<file path="src/hw/rtl/pee_pkg.sv">
// shared types, constants and microcode table of the postfix evaluator
// no dependencies
package pee_pkg;

    localparam int STACK_DEPTH = 64;
    localparam int VALUE_WIDTH = 32;
    localparam int CNT_W       = $clog2(STACK_DEPTH + 1);
    localparam int ADDR_W      = $clog2(STACK_DEPTH);
    localparam int DCNT_W      = $clog2(VALUE_WIDTH + 1);
    localparam int UPC_W       = 5;

    localparam logic [7:0] CH_PLUS  = 8'h2B;
    localparam logic [7:0] CH_MINUS = 8'h2D;
    localparam logic [7:0] CH_STAR  = 8'h2A;
    localparam logic [7:0] CH_SLASH = 8'h2F;
    localparam logic [7:0] CH_ZERO  = 8'h30;
    localparam logic [7:0] CH_NINE  = 8'h39;

    localparam logic [2:0] ST_OK    = 3'd0;
    localparam logic [2:0] ST_UNDER = 3'd1;
    localparam logic [2:0] ST_OVER  = 3'd2;
    localparam logic [2:0] ST_DIVZ  = 3'd3;
    localparam logic [2:0] ST_BADCH = 3'd4;

    // datapath actions
    localparam logic [3:0] ACT_NONE      = 4'd0;
    localparam logic [3:0] ACT_FETCH     = 4'd1;
    localparam logic [3:0] ACT_RD_TOP    = 4'd2;
    localparam logic [3:0] ACT_LDB_RDNXT = 4'd3;
    localparam logic [3:0] ACT_LD_A      = 4'd4;
    localparam logic [3:0] ACT_ALU       = 4'd5;
    localparam logic [3:0] ACT_WB        = 4'd6;
    localparam logic [3:0] ACT_PUSH      = 4'd7;
    localparam logic [3:0] ACT_SET_BAD   = 4'd8;
    localparam logic [3:0] ACT_SET_UND   = 4'd9;
    localparam logic [3:0] ACT_SET_OVR   = 4'd10;
    localparam logic [3:0] ACT_SET_DVZ   = 4'd11;
    localparam logic [3:0] ACT_DIV_GO    = 4'd12;
    localparam logic [3:0] ACT_LD_Q      = 4'd13;
    localparam logic [3:0] ACT_LD_B      = 4'd14;
    localparam logic [3:0] ACT_EMIT      = 4'd15;

    // jump conditions
    localparam logic [3:0] COND_NEXT     = 4'd0;
    localparam logic [3:0] COND_ALWAYS   = 4'd1;
    localparam logic [3:0] COND_NO_IN    = 4'd2;
    localparam logic [3:0] COND_ERR      = 4'd3;
    localparam logic [3:0] COND_DIGIT    = 4'd4;
    localparam logic [3:0] COND_NOT_OP   = 4'd5;
    localparam logic [3:0] COND_LT2      = 4'd6;
    localparam logic [3:0] COND_IS_DIV   = 4'd7;
    localparam logic [3:0] COND_FULL     = 4'd8;
    localparam logic [3:0] COND_B_ZERO   = 4'd9;
    localparam logic [3:0] COND_DIV_BUSY = 4'd10;
    localparam logic [3:0] COND_NOT_LAST = 4'd11;
    localparam logic [3:0] COND_CNT_ZERO = 4'd12;
    localparam logic [3:0] COND_OUT_FULL = 4'd13;

    // microcode addresses
    localparam logic [UPC_W-1:0] UA_FETCH    = 5'd0;
    localparam logic [UPC_W-1:0] UA_CHK_ERR  = 5'd1;
    localparam logic [UPC_W-1:0] UA_CHK_DIG  = 5'd2;
    localparam logic [UPC_W-1:0] UA_CHK_OP   = 5'd3;
    localparam logic [UPC_W-1:0] UA_CHK_UND  = 5'd4;
    localparam logic [UPC_W-1:0] UA_RD_TOP   = 5'd5;
    localparam logic [UPC_W-1:0] UA_RD_NXT   = 5'd6;
    localparam logic [UPC_W-1:0] UA_LD_A     = 5'd7;
    localparam logic [UPC_W-1:0] UA_ALU      = 5'd8;
    localparam logic [UPC_W-1:0] UA_WB       = 5'd9;
    localparam logic [UPC_W-1:0] UA_PUSH_CHK = 5'd10;
    localparam logic [UPC_W-1:0] UA_PUSH     = 5'd11;
    localparam logic [UPC_W-1:0] UA_SET_BAD  = 5'd12;
    localparam logic [UPC_W-1:0] UA_SET_UND  = 5'd13;
    localparam logic [UPC_W-1:0] UA_SET_OVR  = 5'd14;
    localparam logic [UPC_W-1:0] UA_DIV_CHK  = 5'd15;
    localparam logic [UPC_W-1:0] UA_DIV_GO   = 5'd16;
    localparam logic [UPC_W-1:0] UA_DIV_WAIT = 5'd17;
    localparam logic [UPC_W-1:0] UA_LD_Q     = 5'd18;
    localparam logic [UPC_W-1:0] UA_SET_DVZ  = 5'd19;
    localparam logic [UPC_W-1:0] UA_FIN      = 5'd20;
    localparam logic [UPC_W-1:0] UA_END_ERR  = 5'd21;
    localparam logic [UPC_W-1:0] UA_END_CNT  = 5'd22;
    localparam logic [UPC_W-1:0] UA_END_RD   = 5'd23;
    localparam logic [UPC_W-1:0] UA_END_LDB  = 5'd24;
    localparam logic [UPC_W-1:0] UA_EMIT     = 5'd25;
    localparam logic [UPC_W-1:0] UA_DONE     = 5'd26;
    localparam logic [UPC_W-1:0] UA_END_UND  = 5'd27;

    typedef struct packed {
        logic [7:0] ch;
        logic       last;
    } pee_char_t;

    typedef struct packed {
        logic signed [31:0] value;
        logic [2:0]         status;
    } pee_result_t;

    typedef struct packed {
        logic [3:0]       act;
        logic [3:0]       cond;
        logic [UPC_W-1:0] target;
    } pee_uword_t;

    typedef struct packed {
        logic       fetch;
        logic [3:0] act;
    } pee_ctrl_t;

    typedef struct packed {
        logic err;
        logic digit;
        logic is_op;
        logic lt2;
        logic is_div;
        logic full;
        logic b_zero;
        logic div_busy;
        logic last;
        logic cnt_zero;
    } pee_flags_t;

    function automatic pee_uword_t mk_uword(input logic [3:0] act, input logic [3:0] cond,
                                            input logic [UPC_W-1:0] target);
        pee_uword_t w;
        w.act    = act;
        w.cond   = cond;
        w.target = target;
        return w;
    endfunction

    // control store: jump to target when cond holds, else fall through
    function automatic pee_uword_t pee_ucode(input logic [UPC_W-1:0] addr);
        pee_uword_t w;
        unique case (addr)
            UA_FETCH:    w = mk_uword(ACT_FETCH,     COND_NO_IN,    UA_FETCH);
            UA_CHK_ERR:  w = mk_uword(ACT_NONE,      COND_ERR,      UA_FIN);
            UA_CHK_DIG:  w = mk_uword(ACT_NONE,      COND_DIGIT,    UA_PUSH_CHK);
            UA_CHK_OP:   w = mk_uword(ACT_NONE,      COND_NOT_OP,   UA_SET_BAD);
            UA_CHK_UND:  w = mk_uword(ACT_NONE,      COND_LT2,      UA_SET_UND);
            UA_RD_TOP:   w = mk_uword(ACT_RD_TOP,    COND_NEXT,     UA_FETCH);
            UA_RD_NXT:   w = mk_uword(ACT_LDB_RDNXT, COND_NEXT,     UA_FETCH);
            UA_LD_A:     w = mk_uword(ACT_LD_A,      COND_IS_DIV,   UA_DIV_CHK);
            UA_ALU:      w = mk_uword(ACT_ALU,       COND_NEXT,     UA_FETCH);
            UA_WB:       w = mk_uword(ACT_WB,        COND_ALWAYS,   UA_FIN);
            UA_PUSH_CHK: w = mk_uword(ACT_NONE,      COND_FULL,     UA_SET_OVR);
            UA_PUSH:     w = mk_uword(ACT_PUSH,      COND_ALWAYS,   UA_FIN);
            UA_SET_BAD:  w = mk_uword(ACT_SET_BAD,   COND_ALWAYS,   UA_FIN);
            UA_SET_UND:  w = mk_uword(ACT_SET_UND,   COND_ALWAYS,   UA_FIN);
            UA_SET_OVR:  w = mk_uword(ACT_SET_OVR,   COND_ALWAYS,   UA_FIN);
            UA_DIV_CHK:  w = mk_uword(ACT_NONE,      COND_B_ZERO,   UA_SET_DVZ);
            UA_DIV_GO:   w = mk_uword(ACT_DIV_GO,    COND_NEXT,     UA_FETCH);
            UA_DIV_WAIT: w = mk_uword(ACT_NONE,      COND_DIV_BUSY, UA_DIV_WAIT);
            UA_LD_Q:     w = mk_uword(ACT_LD_Q,      COND_ALWAYS,   UA_WB);
            UA_SET_DVZ:  w = mk_uword(ACT_SET_DVZ,   COND_ALWAYS,   UA_FIN);
            UA_FIN:      w = mk_uword(ACT_NONE,      COND_NOT_LAST, UA_FETCH);
            UA_END_ERR:  w = mk_uword(ACT_NONE,      COND_ERR,      UA_EMIT);
            UA_END_CNT:  w = mk_uword(ACT_NONE,      COND_CNT_ZERO, UA_END_UND);
            UA_END_RD:   w = mk_uword(ACT_RD_TOP,    COND_NEXT,     UA_FETCH);
            UA_END_LDB:  w = mk_uword(ACT_LD_B,      COND_NEXT,     UA_FETCH);
            UA_EMIT:     w = mk_uword(ACT_EMIT,      COND_OUT_FULL, UA_EMIT);
            UA_DONE:     w = mk_uword(ACT_NONE,      COND_ALWAYS,   UA_FETCH);
            UA_END_UND:  w = mk_uword(ACT_SET_UND,   COND_ALWAYS,   UA_EMIT);
            default:     w = mk_uword(ACT_NONE,      COND_ALWAYS,   UA_FETCH);
        endcase
        return w;
    endfunction

endpackage

</file>
<file path="src/hw/rtl/postfix_expression_evaluator_top.sv">
// channel   signals                               payload
// char      char_valid / char_ready / char_data   ch[7:0], last
// result    result_valid / result_ready           value[31:0] signed, status[2:0]
//
// one character at a time, for digits, + - *, divide (the single divider resolves one
// quotient bit per cycle) and the sticky-error skip alike
// a last character adds steps to fetch the top and load the result register
// rst_n clears the step counter, stack count, error and result valid; stack is unreset
// a held result register stalls the sequencer in the emit step only
// depends on pee_pkg, pee_seq, pee_dp
module postfix_expression_evaluator_top (
    input  logic                    clk,
    input  logic                    rst_n,
    input  logic                    char_valid,
    output logic                    char_ready,
    input  pee_pkg::pee_char_t      char_data,
    output logic                    result_valid,
    input  logic                    result_ready,
    output pee_pkg::pee_result_t    result_data
);
    import pee_pkg::*;

    pee_ctrl_t   ctrl;
    pee_flags_t  flags;
    pee_result_t emit_data;
    pee_result_t result_reg;
    logic        result_valid_reg, result_valid_next;
    logic        out_full;

    assign out_full = result_valid_reg && !result_ready;

    pee_seq u_seq (
        .clk        (clk),
        .rst_n      (rst_n),
        .char_valid (char_valid),
        .out_full   (out_full),
        .flags      (flags),
        .ctrl       (ctrl)
    );

    pee_dp u_dp (
        .clk       (clk),
        .rst_n     (rst_n),
        .ctrl      (ctrl),
        .char_data (char_data),
        .flags     (flags),
        .emit_data (emit_data)
    );

    always_comb
    begin
        result_valid_next = result_valid_reg;
        if (ctrl.act == ACT_EMIT)
        begin
            result_valid_next = 1'b1;
        end
        else if (result_ready)
        begin
            result_valid_next = 1'b0;
        end
    end

    always_ff @(posedge clk or negedge rst_n)
    begin
        if (!rst_n)
        begin
            result_valid_reg <= 1'b0;
        end
        else
        begin
            result_valid_reg <= result_valid_next;
        end
    end

    always_ff @(posedge clk)
    begin
        if (ctrl.act == ACT_EMIT)
        begin
            result_reg <= emit_data;
        end
    end

    assign char_ready   = ctrl.fetch;
    assign result_valid = result_valid_reg;
    assign result_data  = result_reg;

endmodule

</file>
<file path="src/hw/rtl/pee_stack.sv">
// operand stack memory: one write port, one registered read port
// depends on pee_pkg
module pee_stack (
    input  logic                                clk,
    input  logic                                we,
    input  logic [pee_pkg::ADDR_W-1:0]          waddr,
    input  logic [pee_pkg::VALUE_WIDTH-1:0]     wdata,
    input  logic                                re,
    input  logic [pee_pkg::ADDR_W-1:0]          raddr,
    output logic [pee_pkg::VALUE_WIDTH-1:0]     rdata
);
    import pee_pkg::*;

    logic [VALUE_WIDTH-1:0] mem [STACK_DEPTH];
    logic [VALUE_WIDTH-1:0] rdata_reg;

    always_ff @(posedge clk)
    begin
        if (we)
        begin
            mem[waddr] <= wdata;
        end
        if (re)
        begin
            rdata_reg <= mem[raddr];
        end
    end

    assign rdata = rdata_reg;

endmodule

</file>
<file path="src/hw/rtl/pee_div.sv">
// iterative signed divider, one quotient bit per cycle, truncates toward zero
// depends on pee_pkg
module pee_div (
    input  logic                                clk,
    input  logic                                rst_n,
    input  logic                                start,
    input  logic [pee_pkg::VALUE_WIDTH-1:0]     dividend,
    input  logic [pee_pkg::VALUE_WIDTH-1:0]     divisor,
    output logic                                busy,
    output logic [pee_pkg::VALUE_WIDTH-1:0]     quotient
);
    import pee_pkg::*;

    logic [DCNT_W-1:0]      dcnt_reg, dcnt_next;
    logic [VALUE_WIDTH-1:0] rem_reg, rem_next;
    logic [VALUE_WIDTH-1:0] quo_reg, quo_next;
    logic [VALUE_WIDTH-1:0] mag_b_reg, mag_b_next;
    logic                   neg_reg, neg_next;
    logic [VALUE_WIDTH:0]   shifted;
    logic [VALUE_WIDTH:0]   diff;
    logic                   fits;

    assign shifted = {rem_reg, quo_reg[VALUE_WIDTH-1]};
    assign diff    = shifted - {1'b0, mag_b_reg};
    assign fits    = !diff[VALUE_WIDTH];

    always_comb
    begin
        dcnt_next  = dcnt_reg;
        rem_next   = rem_reg;
        quo_next   = quo_reg;
        mag_b_next = mag_b_reg;
        neg_next   = neg_reg;
        if (start)
        begin
            // magnitudes; the most negative value maps onto itself as unsigned
            dcnt_next  = DCNT_W'(VALUE_WIDTH);
            rem_next   = '0;
            quo_next   = dividend[VALUE_WIDTH-1] ? (~dividend + 1'b1) : dividend;
            mag_b_next = divisor[VALUE_WIDTH-1] ? (~divisor + 1'b1) : divisor;
            neg_next   = dividend[VALUE_WIDTH-1] ^ divisor[VALUE_WIDTH-1];
        end
        else if (dcnt_reg != '0)
        begin
            dcnt_next = dcnt_reg - 1'b1;
            rem_next  = fits ? diff[VALUE_WIDTH-1:0] : shifted[VALUE_WIDTH-1:0];
            quo_next  = {quo_reg[VALUE_WIDTH-2:0], fits};
        end
    end

    always_ff @(posedge clk or negedge rst_n)
    begin
        if (!rst_n)
        begin
            dcnt_reg <= '0;
        end
        else
        begin
            dcnt_reg <= dcnt_next;
        end
    end

    always_ff @(posedge clk)
    begin
        rem_reg   <= rem_next;
        quo_reg   <= quo_next;
        mag_b_reg <= mag_b_next;
        neg_reg   <= neg_next;
    end

    assign busy     = (dcnt_reg != '0);
    assign quotient = neg_reg ? (~quo_reg + 1'b1) : quo_reg;

endmodule

</file>
<file path="src/hw/rtl/pee_dp.sv">
// evaluator datapath: character register, stack count, error, operand regs, alu
// depends on pee_pkg, pee_stack, pee_div
module pee_dp (
    input  logic                    clk,
    input  logic                    rst_n,
    input  pee_pkg::pee_ctrl_t      ctrl,
    input  pee_pkg::pee_char_t      char_data,
    output pee_pkg::pee_flags_t     flags,
    output pee_pkg::pee_result_t    emit_data
);
    import pee_pkg::*;

    logic [7:0]             ch_reg;
    logic                   last_reg;
    logic [CNT_W-1:0]       cnt_reg, cnt_next;
    logic [2:0]             err_reg, err_next;
    logic [VALUE_WIDTH-1:0] a_reg, a_next;
    logic [VALUE_WIDTH-1:0] b_reg, b_next;
    logic [VALUE_WIDTH-1:0] r_reg, r_next;
    logic [VALUE_WIDTH-1:0] alu_res;
    logic [CNT_W-1:0]       cnt_m1, cnt_m2;
    logic [3:0]             digit_val;

    logic                   stk_we, stk_re;
    logic [ADDR_W-1:0]      stk_waddr, stk_raddr;
    logic [VALUE_WIDTH-1:0] stk_wdata, stk_rdata;

    logic                   div_start, div_busy;
    logic [VALUE_WIDTH-1:0] div_q;

    pee_stack u_stack (
        .clk   (clk),
        .we    (stk_we),
        .waddr (stk_waddr),
        .wdata (stk_wdata),
        .re    (stk_re),
        .raddr (stk_raddr),
        .rdata (stk_rdata)
    );

    pee_div u_div (
        .clk      (clk),
        .rst_n    (rst_n),
        .start    (div_start),
        .dividend (a_reg),
        .divisor  (b_reg),
        .busy     (div_busy),
        .quotient (div_q)
    );

    assign cnt_m1    = cnt_reg - CNT_W'(1);
    assign cnt_m2    = cnt_reg - CNT_W'(2);
    assign digit_val = 4'(ch_reg - CH_ZERO);

    assign flags.err      = (err_reg != ST_OK);
    assign flags.digit    = (ch_reg >= CH_ZERO) && (ch_reg <= CH_NINE);
    assign flags.is_op    = (ch_reg == CH_PLUS) || (ch_reg == CH_MINUS) ||
                            (ch_reg == CH_STAR) || (ch_reg == CH_SLASH);
    assign flags.lt2      = (cnt_reg < CNT_W'(2));
    assign flags.is_div   = (ch_reg == CH_SLASH);
    assign flags.full     = (cnt_reg >= CNT_W'(STACK_DEPTH));
    assign flags.b_zero   = (b_reg == '0);
    assign flags.div_busy = div_busy;
    assign flags.last     = last_reg;
    assign flags.cnt_zero = (cnt_reg == '0);

    always_comb
    begin
        unique case (ch_reg)
            CH_PLUS:  alu_res = a_reg + b_reg;
            CH_MINUS: alu_res = a_reg - b_reg;
            default:  alu_res = a_reg * b_reg;
        endcase
    end

    always_comb
    begin
        cnt_next  = cnt_reg;
        err_next  = err_reg;
        a_next    = a_reg;
        b_next    = b_reg;
        r_next    = r_reg;
        stk_we    = 1'b0;
        stk_waddr = cnt_reg[ADDR_W-1:0];
        stk_wdata = r_reg;
        stk_re    = 1'b0;
        stk_raddr = cnt_m1[ADDR_W-1:0];
        div_start = 1'b0;
        unique case (ctrl.act)
            ACT_RD_TOP:
            begin
                stk_re = 1'b1;
            end
            ACT_LDB_RDNXT:
            begin
                b_next    = stk_rdata;
                stk_re    = 1'b1;
                stk_raddr = cnt_m2[ADDR_W-1:0];
            end
            ACT_LD_A:    a_next = stk_rdata;
            ACT_LD_B:    b_next = stk_rdata;
            ACT_ALU:     r_next = alu_res;
            ACT_LD_Q:    r_next = div_q;
            ACT_DIV_GO:  div_start = 1'b1;
            ACT_WB:
            begin
                // result replaces the deeper operand
                stk_we    = 1'b1;
                stk_waddr = cnt_m2[ADDR_W-1:0];
                cnt_next  = cnt_m1;
            end
            ACT_PUSH:
            begin
                stk_we    = 1'b1;
                stk_wdata = VALUE_WIDTH'(digit_val);
                cnt_next  = cnt_reg + CNT_W'(1);
            end
            ACT_SET_BAD: err_next = ST_BADCH;
            ACT_SET_UND: err_next = ST_UNDER;
            ACT_SET_OVR: err_next = ST_OVER;
            ACT_SET_DVZ: err_next = ST_DIVZ;
            ACT_EMIT:
            begin
                cnt_next = '0;
                err_next = ST_OK;
            end
            default:
            begin
            end
        endcase
    end

    assign emit_data.status = err_reg;
    assign emit_data.value  = (err_reg != ST_OK) ? 32'sd0 : 32'(signed'(b_reg));

    always_ff @(posedge clk or negedge rst_n)
    begin
        if (!rst_n)
        begin
            cnt_reg <= '0;
            err_reg <= ST_OK;
        end
        else
        begin
            cnt_reg <= cnt_next;
            err_reg <= err_next;
        end
    end

    always_ff @(posedge clk)
    begin
        a_reg <= a_next;
        b_reg <= b_next;
        r_reg <= r_next;
        if (ctrl.act == ACT_FETCH)
        begin
            ch_reg   <= char_data.ch;
            last_reg <= char_data.last;
        end
    end

endmodule

</file>
<file path="src/hw/rtl/pee_seq.sv">
// microcode sequencer: step counter, control store lookup, conditional jumps
// depends on pee_pkg
module pee_seq (
    input  logic                    clk,
    input  logic                    rst_n,
    input  logic                    char_valid,
    input  logic                    out_full,
    input  pee_pkg::pee_flags_t     flags,
    output pee_pkg::pee_ctrl_t      ctrl
);
    import pee_pkg::*;

    logic [UPC_W-1:0] upc_reg, upc_next;
    pee_uword_t       uw;
    logic             take;

    assign uw = pee_ucode(upc_reg);

    always_comb
    begin
        unique case (uw.cond)
            COND_NEXT:     take = 1'b0;
            COND_ALWAYS:   take = 1'b1;
            COND_NO_IN:    take = !char_valid;
            COND_ERR:      take = flags.err;
            COND_DIGIT:    take = flags.digit;
            COND_NOT_OP:   take = !flags.is_op;
            COND_LT2:      take = flags.lt2;
            COND_IS_DIV:   take = flags.is_div;
            COND_FULL:     take = flags.full;
            COND_B_ZERO:   take = flags.b_zero;
            COND_DIV_BUSY: take = flags.div_busy;
            COND_NOT_LAST: take = !flags.last;
            COND_CNT_ZERO: take = flags.cnt_zero;
            COND_OUT_FULL: take = out_full;
            default:       take = 1'b0;
        endcase
    end

    assign upc_next = take ? uw.target : (upc_reg + 1'b1);

    // fetch and emit only fire when their handshake side allows it
    always_comb
    begin
        ctrl.fetch = (uw.act == ACT_FETCH);
        ctrl.act   = uw.act;
        if ((uw.act == ACT_FETCH) && !char_valid)
        begin
            ctrl.act = ACT_NONE;
        end
        if ((uw.act == ACT_EMIT) && out_full)
        begin
            ctrl.act = ACT_NONE;
        end
    end

    always_ff @(posedge clk or negedge rst_n)
    begin
        if (!rst_n)
        begin
            upc_reg <= UA_FETCH;
        end
        else
        begin
            upc_reg <= upc_next;
        end
    end

endmodule

</file>
<file path="config.mk">
export PLATFORM = sky130hd
export DESIGN_NAME = postfix_expression_evaluator_top
export DESIGN_NICKNAME = d
export VERILOG_FILES = /design/src/hw/rtl/pee_pkg.sv /design/src/hw/rtl/postfix_expression_evaluator_top.sv /design/src/hw/rtl/pee_stack.sv /design/src/hw/rtl/pee_div.sv /design/src/hw/rtl/pee_dp.sv /design/src/hw/rtl/pee_seq.sv
export SDC_FILE = /design/constraint.sdc
export NUM_CORES = 2
export LEC_CHECK = 0
export BUFFER_PORTS_ARGS = -buffer_cell sky130_fd_sc_hd__buf_2
export CAP_MARGIN = 20
export CORE_MARGIN = 4
export CORE_UTILIZATION = 57
export CTS_BUF_LIST = sky130_fd_sc_hd__clkbuf_4
export CTS_CLUSTER_DIAMETER = 80
export CTS_CLUSTER_SIZE = 16
export DETAILED_ROUTE_END_ITERATION = 7
export PLACE_DENSITY = 0.7
export SETUP_SLACK_MARGIN = 0.2
export SLEW_MARGIN = 25
export SYNTH_ARGS = -nofsm -noshare
export SYNTH_HDL_FRONTEND = slang
export SYNTH_SLANG_ARGS = --single-unit
export TNS_END_PERCENT = 1
</file>
<file path="constraint.sdc">
create_clock -name clk -period 8.6 [get_ports clk]
set_input_delay 1.72 -clock clk [delete_from_list [all_inputs] [get_ports clk]]
set_output_delay 1.72 -clock clk [all_outputs]
set_load 0.01 [all_outputs]
</file>
# Word-level counts from Yosys, hierarchy flattened
# Memories as Yosys holds them, arrays and structs flattened. A register that Yosys moved wholly into a read port is not among the register bits.
# Index checks and enable logic that the tools add are counted.
# W data, S select, Z words.
[totals]
reg_bits = 259
mem_bits_rw = 2048
rom_bits = 416
in_bits = 13
out_inout_bits = 37
elab_cells = 124
memories = 2
[classes]
addsub = 12
multipliers = 1
n_lt_le_gt_ge = 4
n_eq_ne = 34
n_mux = 26
n_bitwise = 4
reduce_logical = 24
[memory_table]
columns = ["memory", "words", "word_bits", "rd", "rd_clocked_by_memory_dff", "wr", "line", "rtl"]
rows = [
  ["u_dp.u_stack.mem", 64, 32, 1, 1, 1, "pee_stack.sv:14", "logic [VALUE_WIDTH-1:0] mem [STACK_DEPTH];"],
  ["(no name shown)", 32, 13, 1, 0, 0, "pee_pkg.sv:135", "unique case (addr)"],
]
[op_table]
columns = ["cell", "count"]
rows = [
  ["$mux W32", 6],
  ["$pmux W32 S2", 2],
  ["$add A32 B1 Y32 const B", 3],
  ["$not A32 Y32", 3],
  ["$eq A4 B4 Y1 const B", 15],
  ["$sub A33 B32 Y33", 1],
  ["$add A32 B32 Y32", 1],
  ["$eq A4 B3 Y1 const B", 8],
  ["$eq A8 B6 Y1 const B", 4],
  ["$logic_not A32 Y1", 1],
  ["$mul A32 B32 Y32", 1],
  ["$sub A32 B32 Y32", 1],
  ["$mux W31", 1],
  ["$mux W6", 4],
  ["$pmux W7 S3", 1],
  ["$eq A4 B2 Y1 const B", 4],
  ["$pmux W3 S5", 1],
  ["$pmux W1 S13", 1],
  ["$eq A4 B1 Y1 const B", 3],
  ["$ge A8 B6 Y1 const B", 1],
  ["$le A8 B6 Y1 const B", 1],
  ["$mux W4", 2],
  ["$add A7 B1 Y7 const B", 1],
  ["$ge A7 B7 Y1 const B", 1],
  ["other kinds (18)", 38],
]

# Depth between registers and ports, before layout
# An unclocked memory read counts as a cell.
[logic_depth]
word_depth = 10
ltp_mapped = 28
ltp_nobuf = 26

# Hierarchy
# From an unflattened synthesis, not the netlist that was laid out.
[unflattened]
hier_cells = 6871
hier_area_um2 = 111673.4
[modules_own_cells]
columns = ["module", "instances", "cells_per_inst", "area_per_inst_um2", "seq_area_each_um2"]
rows = [
  ["pee_stack", 1, 3324, 78835.6, 62459.9],
  ["pee_dp", 1, 2484, 23003.3, 3403.3],
  ["pee_div", 1, 892, 7717.4, 2742.6],
  ["postfix_expression_evaluator_top", 1, 39, 1097.3, 1076.0],
  ["pee_seq", 1, 132, 1019.7, 125.1],
]

# Worst setup path before layout
# OpenSTA, ideal clock, no wires.
[synth_path]
path_type = "flip-flop to flip-flop"
from = "register u_dp.b_reg[7]"
to = "register u_dp.r_reg[30] (data pin)"
setup_ns = 0.259
arrival_time_ns = 7.077
t_required_ns = 8.341
slack_ns = 1.264
path_stages_with_launch = 27
n_path_buf = 2
synth_period_minus_slack_ns = 7.336
path_cell_list = "edfxtp_1 -> clkbuf_1 -> clkbuf_1 -> and2_1 -> fa_1 -> fa_1 -> fa_1 -> inv_1 -> fa_1 -> inv_1 -> fa_1 -> inv_1 -> fa_1 -> inv_1 -> fa_1 -> fa_1 -> ha_1 -> a21o_1 -> a21oi_1 -> o21ai_0 -> a2111oi_0 -> nor2_1 -> a311oi_1 -> o21a_1 -> o311ai_0 -> a22oi_1 -> nand2_1"
[synth_via]
elab_chain_len = 3
word_cells_on_any_way = 5
cone_classes = "add/sub (2); mul (1); mux (2)"
[synth_rtl]
columns = ["item", "line", "rtl"]
rows = [
  ["from (decl)", "pee_dp.sv:18", "logic [VALUE_WIDTH-1:0] b_reg, b_next;"],
  ["from (signal assigned)", "pee_dp.sv:153", "b_reg <= b_next;"],
  ["$mul A32 B32 Y32 (tied with other cells)", "pee_dp.sv:72", "default: alu_res = a_reg * b_reg;"],
  ["$pmux W32 S2 *", "pee_dp.sv:69", "unique case (ch_reg)"],
  ["$pmux W32 S2 *", "pee_dp.sv:89", "unique case (ctrl.act)"],
  ["named net u_dp.r_next[30]", "pee_dp.sv:19", "logic [VALUE_WIDTH-1:0] r_reg, r_next;"],
  ["to (signal assigned)", "pee_dp.sv:154", "r_reg <= r_next;"],
  ["to (decl)", "pee_dp.sv:19", ""],
]
# The timed path passes the listed nets; every way through them passes the cells marked *.
# A chain may end at the register's enable or synchronous reset.

# Worst setup path after layout
[layout_path]
from = "register u_dp.b_reg[2]"
to = "register u_dp.r_reg[31] (data pin)"
# Same word-level chain as after synthesis.

==> run_results.csv <==
group,metric,value,unit
run_status,status,"finished, final reports clean",
sta,fin_setup_tns,0,ns
worst_setup_path,cp-start-kind,"flop",
synth,yosysSeqAreaShare,0.6280,
synth,synthTopCellsByArea,"edfxtp_1 (62%), fa_1 (7.4%), nand2_1 (3.6%)",
sta,period_share,0.9357,
global_route,grt_usage,0.3375,
floorplan,fp.dieH,449.6,um
worst_setup_path,critPathSlowestCell,"edfxtp_1",
cells_and_area,largest_register,"u_dp.u_stack.mem",
global_route,grt_pass1_wl,497300,um
worst_setup_path,cp_data_arrival_time,9.05,ns
sta,fin_ws,0.5532,ns
synth,yosysMostFrequentCell,"edfxtp_1",
synth,ys_warn_count,0,
route,wl_per_cell,31.52,um
sta,fin_worst_skew,0.1299,ns
floorplan,num_rows,161,
cts,postCtsSetupRepairBufs,0,
synth,synthArstFlopShare,0.009406,
cts,cts_tree,"done",
floorplan,initial_core_util,0.5754,
route,drt-total-wl,346500,um
sta,worstMarginPinSlew,1.106,ns
worst_setup_path,max_stage_delay,0.61,ns
synth,yosys.area.top_type,"edfxtp_1",
worst_setup_path,critical_path_required,9.60,ns
sta,final_hold_viol_count,0,
cts,hold_buffers,0,
job,drv_cap,0,
placed_design,dp_slack,0.6031,ns
worst_setup_path,crit_path_end_kind,"flop",
cts,cts_sinks,2339,
global_route,grt_antenna_before_repair,21,
sta,slew_headroom,0.2628,
route,first_pass_iters,7,
sta,period_minus_slack,8.047,ns
synth,netlist_area,111200,um^2
placed_design,io_buffers,49,
synth,synthTopCellsByCount,"edfxtp_1 (2285), nand2_1 (1052), o22ai_1 (538)",
global_route,overflow,0,
cells_and_area,final_cells,10990,
synth,syn-mean-instance-area,13.21,um^2
worst_setup_path,critPathBufInv,7,
synth,syn_inst,8417,
cells_and_area,fin_nets,9043,
worst_setup_path,path_max_fanout,21,
min_path,hp-class,"input port to async pin",
floorplan,dieArea,202200,um^2
synth,synth.top_cell.area_share,0.6173,
global_route,grt_pass1_vias,71170,
route,vias,74130,
route,drt_iter0_markers,11650,
worst_setup_path,cp_top_family,"adder cells",
route,drc,0,
global_route,grt_max_degree,110,
cells_and_area,drive_gt1_frac,0.08960,
sta,final-setup-viol-count,0,
synth,synth-edff-count,2285,
synth,synth-seq-cells,2339,
cts,numCtsBuffers,170,
placed_design,finalWeightedCongestion,0.9593,
synth,synthFlopType,"edfxtp_1",
synth,yosys.cell_types.count,95,
placed_design,place_inst,10760,
sta,max_freq,124.3,MHz
cts,clk_pin_slew,0.17,ns
floorplan,io_pins,50,
cts,insertion_delay,1.37,ns
worst_setup_path,critPathKind,"flop to flop",
floorplan,core,193200,um^2
worst_setup_path,crit_top_cell,"fa_1",
route,ant_nets,0,
cts,cts_resized,0,
cts,htree_levels,4,
floorplan,dieWidth,449.6,um
sta,slew_violations,0,
placed_design,hpwl,220200,um
synth,synth_nets,9048,
cts,cts-root-buf,"clkbuf_4",
route,vias_per_cell,6.743,
cts,max-clock-path-buffers,3,
cells_and_area,largest_reg_flops,2048,
cells_and_area,area_delta_synth_final,5.445,%
sta,rsz0062_at_grt,"no",
routing by layer:
metal | part of all wire | GRT usage | vias to the layer above
met5 | 0.000089 | 0 | -
met1 | 0.36 | 0.4572 | 37090
met3 | 0.12 | 0.06807 | 876
li1 | - | - | 31020
met4 | 0.065 | 0.1821 | 6
met2 | 0.45 | 0.5190 | 5136
final cells by class:
class / count / area (um^2)
fillers: 14760 / 75970
flip-flops and latches: 2339 / 69810
multi-input cells: 5091 / 38080
well taps: 2526 / 3161
repair buffers: 358 / 2720
inverters: 452 / 1697
clock buffers: 181 / 1359
clock inverters: 28 / 344.1
diodes: 18 / 45.04
final timing paths:
kind / from / slack, ns / endpoint / cells past startpoint
worst max-delay path: u_dp.b_reg[2] / 0.55 / u_dp.r_reg[31] / 27
worst min-delay path: rst_n / 0.39 / u_dp.u_div.dcnt_reg[1] / 1
worst max register to register: u_dp.b_reg[2] / 0.55 / u_dp.r_reg[31] / 27
worst min register to register: u_dp.u_stack.rdata[24] / 0.44 / u_dp.b_reg[24] / 0
max in group asynchronous: rst_n / 7.76 / u_dp.cnt_reg[0] / 1
min in group clk: u_dp.u_stack.rdata[24] / 0.44 / u_dp.b_reg[24] / 0
per-stage QoR:
stage / utilization / cell area (um^2) / hold slack [ns]
detailed placement: 0.5975 / 115400 / 0.4360
global placement: 0.5973 / 115400 / 0.4342
floorplan: - / 111200 / 0.4215
finish: 0.6068 / 117200 / 0.3934
global route: 0.6067 / 117200 / 0.3314
CTS: 0.6063 / 117100 / 0.2924
cells in the final DEF, fill, tap and decap left out, types with 181 or more instances in the layout:
cell type and n:
edfxtp_1 2285, o22ai_1 538, fa_1 410, a21oi_1 249, nand2_1 1050, nand3_1 255, nor2_1 260, and2_1 348
buf_4 296, inv_1 450, clkbuf_4 181, ha_1 208
worst reg2reg max path, cell delays in order, from the launching register on:
cell and delay, ns:
edfxtp_1 0.61, buf_4 0.32, and2_1 0.23, fa_1 0.54, inv_1 0.05, fa_1 0.45
fa_1 0.49, inv_1 0.06, fa_1 0.54, ha_1 0.23, ha_1 0.28, inv_1 0.04
fa_1 0.47, inv_1 0.05, fa_1 0.44, ha_1 0.33, o21a_1 0.12, o21ai_0 0.38
o31ai_1 0.16, buf_4 0.19, o21ai_0 0.51, o21ai_0 0.27, buf_4 0.22, a211o_1 0.27
a31oi_1 0.20, xnor2_1 0.08, a21oi_1 0.17, a22oi_1 0.09
logic make-up after synthesis:
| family | count (synthesis) | synth area share |
|---|---|---|
| multiplexers | 194 | 0.01997 |
| adder cells (fa/ha/maj) | 618 | 0.09725 |
| AO/OA/AOI/OAI | 1519 | 0.09069 |
| AND/OR/NAND/NOR | 2501 | 0.1080 |
| flip-flops | 2339 | 0.6280 |
| buffers and inverters | 987 | 0.03570 |
| XOR/XNOR | 259 | 0.02041 |
Power is left out: the tool's default activity adds up to more than one toggle a clock period on the data nets, which glitch-free logic cannot reach.
